### src/hdl/context_time_accounting_defines.svh
// ----------------------------------------------------------------------------
// context_time_accounting_defines
// assertion macros shared by the accounting block
// ----------------------------------------------------------------------------
`ifndef CONTEXT_TIME_ACCOUNTING_DEFINES_SVH
`define CONTEXT_TIME_ACCOUNTING_DEFINES_SVH

// same-cycle implication, sampled on clk, off during reset
`define CTA_ASSERT_IMP(label, ante, cons, msg) \
	label: assert property (@(posedge clk) disable iff (!arst_n) (ante) |-> (cons)) \
		else $error(msg);

// next-cycle implication, sampled on clk, off during reset
`define CTA_ASSERT_NXT(label, ante, cons, msg) \
	label: assert property (@(posedge clk) disable iff (!arst_n) (ante) |=> (cons)) \
		else $error(msg);

// invariant on every clock edge outside reset
`define CTA_ASSERT_ALW(label, cond, msg) \
	label: assert property (@(posedge clk) disable iff (!arst_n) (cond)) \
		else $error(msg);

`endif

### src/hdl/cta_pkg.sv
// ----------------------------------------------------------------------------
// cta_pkg
// shared types and constants of the context time accounting block
// ----------------------------------------------------------------------------
package cta_pkg;

	// nanoseconds per microsecond
	localparam int unsigned NS_PER_UNIT = 1000;

	// input command codes
	typedef enum logic [2:0] {
		CMD_START  = 3'd0,
		CMD_SWITCH = 3'd1,
		CMD_READ   = 3'd2,
		CMD_DELTA  = 3'd3,
		CMD_CLEAR  = 3'd4
	} cmd_code_t;

	// which result the output register takes
	typedef enum logic [1:0] {
		RES_ZERO  = 2'd0,
		RES_PREV  = 2'd1,
		RES_READ  = 2'd2,
		RES_DELTA = 2'd3
	} res_sel_t;

	// commands from controller to datapath
	typedef struct packed {
		logic     clr_step;
		logic     in_load;
		logic     cpu_wr;
		logic     tmr_rd_old;
		logic     div_load;
		logic     div_step;
		logic     mul_load;
		logic     tmr_wr_zero;
		logic     tmr_wr_charge;
		logic     res_load;
		res_sel_t res_sel;
	} ctl_t;

	// status from datapath to controller
	typedef struct packed {
		logic [2:0] op;
		logic       clr_last;
		logic       div_last;
		logic       out_free;
	} sts_t;

endpackage

### src/hdl/cta_ctrl.sv
// ----------------------------------------------------------------------------
// cta_ctrl
// sequencer for clearing, command fetch, charge division, delta product and result hand-off
// ----------------------------------------------------------------------------
module cta_ctrl (
	input  logic          clk,
	input  logic          arst_n,
	input  logic          in_valid,
	output logic          in_ready,
	output cta_pkg::ctl_t ctl,
	input  cta_pkg::sts_t sts
);

	typedef enum logic [2:0] {
		ST_CLEAR,
		ST_IDLE,
		ST_FETCH,
		ST_LOAD,
		ST_DIV,
		ST_DONE,
		ST_DELTA
	} state_t;

	state_t state_q;
	state_t state_d;

	// state register
	always_ff @(posedge clk or negedge arst_n) begin
		if (!arst_n) begin
			state_q <= ST_CLEAR;
		end else begin
			state_q <= state_d;
		end
	end

	// next state and command decode
	always_comb begin
		state_d     = state_q;
		ctl         = '0;
		ctl.res_sel = cta_pkg::RES_ZERO;
		in_ready    = 1'b0;
		case (state_q)
			ST_CLEAR: begin
				ctl.clr_step = 1'b1;
				if (sts.clr_last) state_d = ST_IDLE;
			end
			ST_IDLE: begin
				in_ready    = 1'b1;
				ctl.in_load = in_valid;
				if (in_valid) state_d = ST_FETCH;
			end
			ST_FETCH: begin
				if (sts.op == cta_pkg::CMD_SWITCH) begin
					// running timer known: fetch its entry, retarget the cpu
					ctl.cpu_wr     = 1'b1;
					ctl.tmr_rd_old = 1'b1;
					state_d        = ST_LOAD;
				end else if (sts.op == cta_pkg::CMD_DELTA) begin
					ctl.mul_load = 1'b1;
					state_d      = ST_DELTA;
				end else if (sts.out_free) begin
					ctl.res_load = 1'b1;
					state_d      = ST_IDLE;
					case (sts.op)
						cta_pkg::CMD_START: begin
							ctl.cpu_wr  = 1'b1;
							ctl.res_sel = cta_pkg::RES_PREV;
						end
						cta_pkg::CMD_READ: begin
							ctl.res_sel = cta_pkg::RES_READ;
						end
						cta_pkg::CMD_CLEAR: begin
							ctl.tmr_wr_zero = 1'b1;
						end
						default: begin
							ctl.res_sel = cta_pkg::RES_ZERO;
						end
					endcase
				end
			end
			ST_LOAD: begin
				ctl.div_load = 1'b1;
				state_d      = ST_DIV;
			end
			ST_DIV: begin
				ctl.div_step = 1'b1;
				if (sts.div_last) state_d = ST_DONE;
			end
			ST_DONE: begin
				if (sts.out_free) begin
					ctl.tmr_wr_charge = 1'b1;
					ctl.res_load      = 1'b1;
					ctl.res_sel       = cta_pkg::RES_PREV;
					state_d           = ST_IDLE;
				end
			end
			ST_DELTA: begin
				if (sts.out_free) begin
					ctl.res_load = 1'b1;
					ctl.res_sel  = cta_pkg::RES_DELTA;
					state_d      = ST_IDLE;
				end
			end
			default: begin
				state_d = ST_CLEAR;
			end
		endcase
	end

endmodule

### config.mk
export PLATFORM = sky130hd
export DESIGN_NAME = cta_ctrl
export DESIGN_NICKNAME = d
export VERILOG_FILES = /design/src/hdl/context_time_accounting_defines.svh /design/src/hdl/cta_pkg.sv /design/src/hdl/cta_ctrl.sv
export SDC_FILE = /design/constraint.sdc
export NUM_CORES = 1
export LEC_CHECK = 0
export BUFFER_PORTS_ARGS = -buffer_cell sky130_fd_sc_hd__buf_2
export CORE_AREA = 2 2 39 41
export DETAILED_ROUTE_END_ITERATION = 8
export DIE_AREA = 0 0 41 43
export HOLD_SLACK_MARGIN = 0.1
export SYNTH_ARGS = -nofsm -noshare
export SYNTH_HDL_FRONTEND = slang
export SYNTH_SLANG_ARGS = --single-unit
### constraint.sdc
create_clock -name clk -period 2.95 [get_ports clk]
set_clock_uncertainty 0.15 [all_clocks]
set_input_delay 0.1475 -clock clk [delete_from_list [all_inputs] [get_ports clk]]
set_output_delay 0.1475 -clock clk [all_outputs]
set_load 0.1 [all_outputs]
==> impl_results.md, run 1 <==
- Placer Congestion: 0.7269
- DRT antenna net count: 0
- CTS tree: done
- Final non-filler cell total: 88
- DRT iter0 DRCs: 12
- Rows: 14
- Dpl cells: 82
- Reg-to-Reg Start: state_q[2]$_DFFE_PN0P_
- CTS Sinks: 3
- Max Buffers Root-to-Sink: 2
- Post-CTS resize count: 0
- Clk_lat worst skew: 230 ps
- Post-synthesis compound-gate area fraction: 16.84%
- Clk slew on worst S/H paths: 40 ps
- Worst-margin pin slew: ~520 ps
- Critical Path RT: 2650 ps
- MaxCap Viol Count: 0
- Syn avg cell area: 7.742 um^2
- Setup CP Type: flip-flop to output port
- Die ar.: ~1800 um^2
- Post-synthesis instance area: 371.6 um^2
- Most frequent cells in the layout: 21 x buf_2, 7 x nor2_1
- Slowest CP cell: dfrtp_1
- Critical Path End Type: output port
- Antenna violations before repair: 0
- First-pass GRT wire length: 1366 um
- Avg WL per Cell: a little over 10 um
- Ys Warns: 0
- Fraction of layout cells with a size suffix above 1: 40.28%
- Final setup fails: 0
- Starting Density: 26.85%
- Worst hold path startpoint: in_valid
- Startpoint types: flip-flop
- GRT Overall Usage: between 10% and 20%
- Final Max Tran Viols: 0
- Hold WS: 122.5 ps
- Max FFs per register: 3
- Status: finished clean
- Worst min path class: primary input to flip-flop
- # IOs: 22
- DRT Pass-1 Iters: 4
- Post-Syn Nets: 57
- Vias per inst: 4.943
- Distinct cells, synth: 27
- H-tree depth: 1
- Fin crit share: 77.76%
- Core area: about 1400 um^2
- Fin crit period: 2294 ps
- Final hold violations: 0
- Multiplexer share of the synthesized area: ~2.7%
- Layout area overhead: 40.40%
- Vias in the first global route: 317
- Arr. time, crit path: approximately 2000 ps
- Synth Register Bits: 3
- Adder-Cell Fraction of Synth Area: 0%
- DPL Wire Length: roughly 660 um
- Core Util, Final: 37.70%
- Largest net degree at the start of global routing: 17
- Final WL: 899 um
- CTS Root Cell: clkbuf_4
- Regs by FF count: state_q x3
- Slew headroom: about two thirds
- RSZ-0062 raised after global routing: no
- Buffers on Ports: 21
- Synthesized instance count: 48
- Top reg by flops: state_q
- Sequential-to-total area share from yosys stat: about a fifth
- Critical Path Start: state_q[2]$_DFFE_PN0P_
- Worst path cell trace: nor3b_1 -> and3_1 -> buf_2
- Remaining Overflow, GRT: 0
- XOR/XNOR Fraction of Synth Area: 0%
- Detailed-route DRC error count: 0
- Chip width: about 41 um
- Vias: 435
- Die Y: 43 um
- Ant diodes: 0
- Main combinational cell family by area after synthesis: simple AND/OR/NAND/NOR gates
- Final #Nets: 82
- Crit-path max FO: 16
- Commonest non-fill, non-tap cell in the layout: buf_2
- Total CTS buffers: 3
- Max incr delay on CP: 560 ps
- Simple-Gate Fraction of Synth Area: between 40 and 50%
- Fmax: 435.9 MHz
## cell usage after synthesis, drive strengths merged
cell | number | share of area (%)
a21o | 1 | 2.0
a21oi | 1 | 1.3
a22oi | 1 | 2.0
a31oi | 1 | 1.7
and2 | 2 | 3.4
and3 | 2 | 3.7
and3b | 1 | 2.7
buf | 1 | 3.0
clkbuf | 2 | 7.4
dfrtp | 3 | 20
inv | 1 | 1.0
mux2i | 1 | 2.7
nand2 | 2 | 2.0
nand2b | 3 | 5.1
nand3 | 1 | 1.3
nand3b | 2 | 4.0
nor2 | 7 | 7.1
nor2b | 2 | 3.4
nor3 | 3 | 4.0
nor3b | 3 | 6.1
nor4 | 2 | 3.4
o211a | 1 | 2.7
o21ai | 2 | 2.7
o21bai | 1 | 2.0
o2bb2ai | 1 | 2.4
or4b | 1 | 2.7
## kinds of logic (layout without fill, tap and decap cells)
logic type,Yosys count,count (layout)
and+or+nand+nor,31,31
AOI/OAI and AO/OA,9,9
buffers and inverters,4,28
DFF,3,3
muxes,1,1
## metal layers
metal	wire (um)	global-route usage, %	up-vias
met3	60	1.571	2
met5	0	0	-
li1	-	-	221
met1	421	17.80	195
met4	17	6.000	0
met2	400	13.44	17
## worst max-delay path: cells and delay by family (launching register included)
| kind | cells | cell delay (ps) |
|---|---|---|
| flip-flops | 1 | 560 |
| AND/OR/NAND/NOR | 2 | 770 |
| buffers and inverters | 1 | 430 |
## area by class of cell
| type | count | area, um^2 |
|---|---|---|
| sequential | 3 | 75.07 |
| multi-input combinational | 41 | 271.5 |
| timing repair buffer | 23 | 125.1 |
| tap | 16 | 20.02 |
| inverter | 1 | 3.754 |
| clock buffer | 4 | 26.28 |
| fill | 161 | 862.1 |
## worst paths after layout
path | slack (ps) | to | depth (start not counted)
min in group asynchronous | 630 | state_q[2]$_DFFE_PN0P_ | 3
max in group asynchronous | 1870 | state_q[1]$_DFFE_PN0P_ | 3
setup / recovery | 660 | ctl[5] | 3
hold reg to reg | 630 | state_q[0]$_DFFE_PN0P_ | 2
setup reg to reg | 1190 | state_q[0]$_DFFE_PN0P_ | 3
hold / removal | 120 | state_q[1]$_DFFE_PN0P_ | 3
## per-stage QoR
step                setup TNS [ps]  instance area [um^2]  worst slack, ps
floorplan                   -138.1                 389.1           -95.76
global route                     0                 521.8            484.4
CTS                              0                 521.8            656.8
detailed placement               0                 475.5            917.4
global placement                 0                 475.5            967.5
finish                           0                 521.8            656.0
## timing repair
action / CTS / global route
buffers inserted: 0 / 0
hold buffers: 2 / 0
hold endpoints to repair: 3 / 0
Power of run 1 is not shown: default switching activity piles up to over one toggle a cycle in this logic, so the estimate is an artifact.
==> run 2: changes to the inputs <==
- clock period: 2.95 -> 2.06 ns (I/O delays scaled with it)
==> run 2 against run 1 <==
Compared with the run above: first-iteration DRC count down 8.3%; die area unchanged; utilization up 14 points; global-route usage up 3.4 points; cell count up 6.8%; worst setup slack worse by 520 ps; clock-buffer cell count unchanged; highest routed layer unchanged; sequential cell count unchanged; worst hold slack better by 200 ps.
==> impl_results.md, run 2 (synthesis results as in run 1) <==
- Status: finished clean (unchanged)
- Final setup fails: 0 (unchanged)
- Clk slew on worst S/H paths: 40 ps (about the same)
- CTS Root Cell: clkbuf_4 (unchanged)
- Remaining Overflow, GRT: 0 (unchanged)
- CTS Sinks: 3 (unchanged)
- DRT Pass-1 Iters: 4 (unchanged)
- Hold path endpoint: state_q[2]$_DFFE_PN0P_ (was state_q[1]$_DFFE_PN0P_)
- DRT iter0 DRCs: 11 (was 12)
- WHS Path Cells: 3 (unchanged)
- Arr. time, crit path: 1670 ps (was 2000 ps)
- Design area: 719.4 um^2 (was 521.8 um^2)
- RSZ-0062 raised after global routing: no (unchanged)
- Worst hold path startpoint: sts[4] (was in_valid)
- First-pass GRT wire length: 1704 um (was 1366 um)
- Postcts setup bufs: 0 (unchanged)
- Die ar.: 1763 um^2 (unchanged)
- Hold WS: 318.2 ps (was 122.5 ps)
- DPL Wire Length: 719.8 um (was 655.3 um)
- Setup CP Type: flip-flop to output port (unchanged)
- Reg-to-Reg Start: state_q[2]$_DFFE_PN0P_ (unchanged)
- Die Y: 43 um (unchanged)
- Fin crit share: 93.38%
- FILL cells: 135 (was 161)
- DRT antenna net count: 0 (unchanged)
- Fin crit period: 1924 ps
- Most frequent cells in the layout: 14 x buf_2, 6 x dlygate4sd3_1, 6 x buf_12 (was 21 x buf_2, 7 x nor2_1)
- Ant diodes: 0 (unchanged)
- Critical Path End Type: output port (unchanged)
- H-tree depth: 1 (unchanged)
- Rows: 14 (unchanged)
- Worst slack, placed: 290.9 ps (was 917.4 ps)
- Placer Congestion: 0.7849 (was 0.7269)
- Vias: 449 (was 435)
- Commonest non-fill, non-tap cell in the layout: buf_2 (unchanged)
- Detailed-route DRC error count: 0 (unchanged)
- Vias in the first global route: 414 (was 317)
- CTS tree: done (unchanged)
- Starting Density: 26.85% (unchanged)
- Area after DPL: 625.6 um^2 (was 475.5 um^2)
- Regs by FF count: state_q x3 (unchanged)
- Max Buffers Root-to-Sink: 2 (unchanged)
- Fraction of layout cells with a size suffix above 1: 48.72% (was 40.28%)
- Buffers on Ports: 21 (unchanged)
- Crit-path max FO: 12 (was 16)
- Fmax: 519.8 MHz
- Chip width: 41 um (unchanged)
- Reg2Reg Setup Slack: 220 ps (was 1190 ps)
- Critical Path RT: 1810 ps (was 2650 ps)
- Core Util, Final: 51.99% (was 37.70%)
- Vias per inst: 4.777 (was 4.943)
- Avg WL per Cell: 10.70 um (was 10.22 um)
- # IOs: 22 (unchanged)
- MaxCap Viol Count: 0 (unchanged)
- Worst-margin pin slew: 484.1 ps (was 523.5 ps)
- Core area: 1384 um^2 (unchanged)
- Startpoint types: flip-flop (unchanged)
- Final hold violations: 0 (unchanged)
- Top reg by flops: state_q (unchanged)
- Final Max Tran Viols: 0 (unchanged)
- Total CTS buffers: 3 (unchanged)
- Clk_lat worst skew: 230 ps (about the same)
- Worst min path class: primary input to flip-flop (unchanged)
- Reg2reg end: state_q[0]$_DFFE_PN0P_ (unchanged)
- Final #Nets: 88 (was 82)
- Reg2Reg Depth: 4 (was 3)
- Layout area overhead: 93.60% (was 40.40%)
- Max FFs per register: 3 (unchanged)
- Setup WS post-layout: 136.3 ps (was 656.0 ps)
- Final WL: 1006 um (was 899 um)
- Slew headroom: 67.95% (was 65.10%)
- Antenna violations before repair: 0 (unchanged)
- GRT Overall Usage: 14.50% (was 11.07%)
- Largest net degree at the start of global routing: 14 (was 17)
[run 2: cell type report]
type | instances | area, um^2 | share of cell area, %
inverter | 1 | 3.754 | 0.5217
multi-input combinational | 41 | 321.6 | 44.70
timing repair buffer | 29 | 272.8 | 37.91
sequential | 3 | 75.07 | 10.43
tap | 16 | 20.02 | 2.783
clock buffer | 4 | 26.28 | 3.652
[run 2: how the worst max path moves through the flow]
stage | from | endpoint | slack [ps] | cells after the start
global placement | state_q[2]$_DFFE_PN0P_ | ctl[5] | 270 | 3
finish | state_q[1]$_DFFE_PN0P_ | ctl[4] | 140 | 3
floorplan | state_q[1]$_DFFE_PN0P_ | state_q[1]$_DFFE_PN0P_ | -140 | 4
global route | state_q[1]$_DFFE_PN0P_ | ctl[4] | 2 | 3
CTS | state_q[2]$_DFFE_PN0P_ | ctl[5] | 30 | 3
detailed placement | state_q[2]$_DFFE_PN0P_ | ctl[5] | 290 | 3
[run 2: stage by stage]
stage,instances,TNS (ps)
after floorplan,48,-288.3
after global placement,84,0
after detailed placement,84,0
after CTS,94,0
after global routing,94,0
final,94,0
[run 2: repair_timing]
action	4_1_cts	5_1_grt
hold buffers	6	0
setup endpoints to repair	0	4
resized for setup	0	2
hold endpoints to repair	5	0
[run 2: layer usage]
layer  up-vias  global-route usage (%)  routed length (um)
li1        233                       -                   -
met1       197                   17.86                 452
met2        17                   21.88                 476
met3         2                  0.5236                  56
met4         0                   12.00                  19
met5         -                       0                   0
[run 2: worst max-delay path, stage by stage, from the launching register on]
cell and delay (ps):
dfrtp_1 590, nand3b_1 300, nor4_4 320, buf_12 210
Power of run 2 is left out for the same reason.
==> run 3: changes to the inputs <==
- SETUP_SLACK_MARGIN: unset -> 0.5
==> run 3 against run 2 <==
Compared with the run above: clock-buffer cell count stayed put; highest routed layer unchanged; largest cell class is now buffers; worst setup slack improved by 190 ps; cell area increased by 37%; via count up 20%; sequential share of layout area is 2.2 points lower.
==> impl_results.md, run 3 (synthesis results as in run 1) <==
- Status: finished clean (unchanged)
- CTS tree: done (unchanged)
- Design area: 982.2 um^2 (was 719.4 um^2)
- Die Y: 43 um (unchanged)
- Avg WL per Cell: 14.08 um (was 10.70 um)
- Placer Congestion: 0.7422 (was 0.7849)
- Slew headroom: 82.19% (was 67.95%)
- Internal: 0.7753 mW
- Fin crit share: 83.97% (was 93.38%)
- Hold WS: 151.1 ps (was 318.2 ps)
- Max incr delay on CP: 510 ps (was 590 ps)
- Slowest CP cell: dfrtp_4 (was dfrtp_1)
- Fraction of layout cells with a size suffix above 1: 65.56% (was 48.72%)
- Vias in the first global route: 505 (was 414)
- Worst-margin pin slew: 265.2 ps (was 484.1 ps)
- Setup CP Type: flip-flop to output port (unchanged)
- CTS Sinks: 3 (unchanged)
- Reg2reg end: state_q[0]$_DFFE_PN0P_ (unchanged)
- Ant diodes: 0 (unchanged)
- Clk slew on worst S/H paths: 40 ps (about the same)
- Largest net degree at the start of global routing: 8 (was 14)
- Final hold violations: 0 (unchanged)
- Arr. time, crit path: 1480 ps (was 1670 ps)
- Reg2Reg Setup Slack: 340 ps (was 220 ps)
- Total CTS buffers: 3 (unchanged)
- Area after DPL: 633.1 um^2 (was 625.6 um^2)
- Layout area overhead: 164.3% (was 93.60%)
- Regs by FF count: state_q x3 (unchanged)
- DRT Pass-1 Iters: 4 (unchanged)
- Reg-to-Reg Start: state_q[2]$_DFFE_PN0P_ (unchanged)
- DPL Wire Length: 767.1 um (was 719.8 um)
- Register area: 81.33 um^2 (was 75.07 um^2)
- Seq pwr share: 9.4%
- Starting Density: 26.85% (unchanged)
- Remaining Overflow, GRT: 0 (unchanged)
- Chip width: 41 um (unchanged)
- DRT iter0 DRCs: 21 (was 11)
- Footprint of the multi-input gates: 385.4 um^2 (was 321.6 um^2)
- Sw Ratio: 54.83%
- Leakage: approximately 0.42 nW
- Clk_lat worst skew: 230 ps (about the same)
- First-pass GRT wire length: 2263 um (was 1704 um)
- Reg2Reg Depth: 4 (unchanged)
- Max FFs per register: 3 (unchanged)
- GRT Overall Usage: 18.91% (was 14.50%)
- Critical Path RT: 1810 ps (about the same)
- Fin crit period: 1730 ps (was 1924 ps)
- Max Buffers Root-to-Sink: 2 (unchanged)
- Worst hold path startpoint: in_valid (was sts[4])
- Pwr Density: ~1700 nW/um^2
- CTS Root Cell: clkbuf_4 (unchanged)
- Vias per inst: 5.094 (was 4.777)
- Antenna violations before repair: 0 (unchanged)
- Logic pwr share: 84.6%
- # IOs: 22 (unchanged)
- WHS Path Cells: 3 (unchanged)
- Critical Path End Type: output port (unchanged)
- Hold path endpoint: state_q[0]$_DFFE_PN0P_ (was state_q[2]$_DFFE_PN0P_)
- Top reg by flops: state_q (unchanged)
- Final setup fails: 0 (unchanged)
- Final Max Tran Viols: 0 (unchanged)
- DRT antenna net count: 0 (unchanged)
- Detailed-route DRC error count: 0 (unchanged)
- Worst min path class: primary input to flip-flop (unchanged)
- Rows: 14 (unchanged)
- H-tree depth: 1 (unchanged)
- Final #Nets: 100 (was 88)
- IR drop worst, VDD: 1.199 mV
- Buffers on Ports: 21 (unchanged)
- Worst path cell trace: buf_4 -> nor3b_4 -> and2_4 -> buf_12 (was nand3b_1 -> nor4_4 -> buf_12)
- Clock power frac: 6.0%
- Vias: 540 (was 449)
- Die ar.: 1763 um^2 (unchanged)
- Core area: 1384 um^2 (unchanged)
- Most frequent cells in the layout: 11 x buf_12, 9 x buf_2, 8 x buf_4 (was 14 x buf_2, 6 x dlygate4sd3_1, 6 x buf_12)
- MaxCap Viol Count: 0 (unchanged)
- Final WL: 1493 um (was 1006 um)
- RSZ-0062 raised after global routing: yes (was no)
- Switching pwr: 0.9411 mW
- FILL cells: 98 (was 135)
- Commonest non-fill, non-tap cell in the layout: buf_12 (was buf_2)
- Startpoint types: flip-flop (unchanged)
- TNS Setup: 0 ps (unchanged)
- Core Util, Final: 70.98% (was 51.99%)
- Fmax: 578.1 MHz (was 519.8 MHz)
- Crit-path max FO: 6 (was 12)
[run 3: cell count changes in the layout (fill, tap and decap cells not counted), sizes merged]
cell	before	now
buf	22	36
clkbuf	5	4
dlygate4sd3	6	5
[run 3: layer usage]
layer  up-vias  share of wire [%]  routed length, um  global-route usage, %
met5         -                  0                  0                      0
met4         0               0.94                 14                  8.000
li1        257                  -                  -                      -
met2        21                 54                800                  28.13
met3         2                4.4                 66                  3.665
met1       260                 41                612                  25.57
[run 3: worst max path at each step]
stage / to / depth (start not counted) / startpoint / slack [ps]
CTS: state_q[0]$_DFFE_PN0P_ / 4 / state_q[2]$_DFFE_PN0P_ / 320
floorplan: state_q[1]$_DFFE_PN0P_ / 4 / state_q[1]$_DFFE_PN0P_ / -140
global route: ctl[2] / 4 / state_q[2]$_DFFE_PN0P_ / 280
global placement: ctl[4] / 3 / state_q[1]$_DFFE_PN0P_ / 330
finish: ctl[10] / 4 / state_q[2]$_DFFE_PN0P_ / 330
detailed placement: ctl[4] / 3 / state_q[1]$_DFFE_PN0P_ / 320
[run 3: power groups by stage]
stage	Combinational (mW)	Clock [mW]	Sequential (mW)
after floorplan	0.877	0	0.130
after global placement	0.883	0	0.214
after detailed placement	0.881	0	0.219
after CTS	1.26	0.107	0.162
after global routing	1.51	0.116	0.166
final	1.45	0.104	0.161
[run 3: what timing repair did]
action,4_1_cts,5_1_grt
cloned,0,0
hold buffers,5,0
setup endpoints to repair,14,14
pin swaps,14,5
setup buffers,13,2
gates resized for setup,33,11
endpoints found under the hold margin,5,0
[run 3: layout make-up]
class / instances / area share (%)
clock buffer: 4 / 2.675
inverter: 1 / 0.3822
sequential: 3 / 8.280
multi-input combinational: 41 / 39.24
tap: 16 / 2.038
timing repair buffer: 41 / 47.39
[run 3: metrics by stage]
stage | instances | total power, mW | setup slack (ps)
finish | 106 | 1.716 | 330.3
global route | 106 | 1.789 | 277.9
CTS | 104 | 1.525 | 324.4
detailed placement | 82 | 1.100 | 320.9
global placement | 82 | 1.097 | 329.0
floorplan | 48 | 1.007 | -139.6
[run 3: worst max-delay path: cells and delay by family, from the launching register on]
| family | cells | cell delay, ps |
|---|---|---|
| buffers and inverters | 2 | 340 |
| flip-flops | 1 | 510 |
| AND/OR/NAND/NOR | 2 | 400 |
Power figures use the tool's default switching activity.
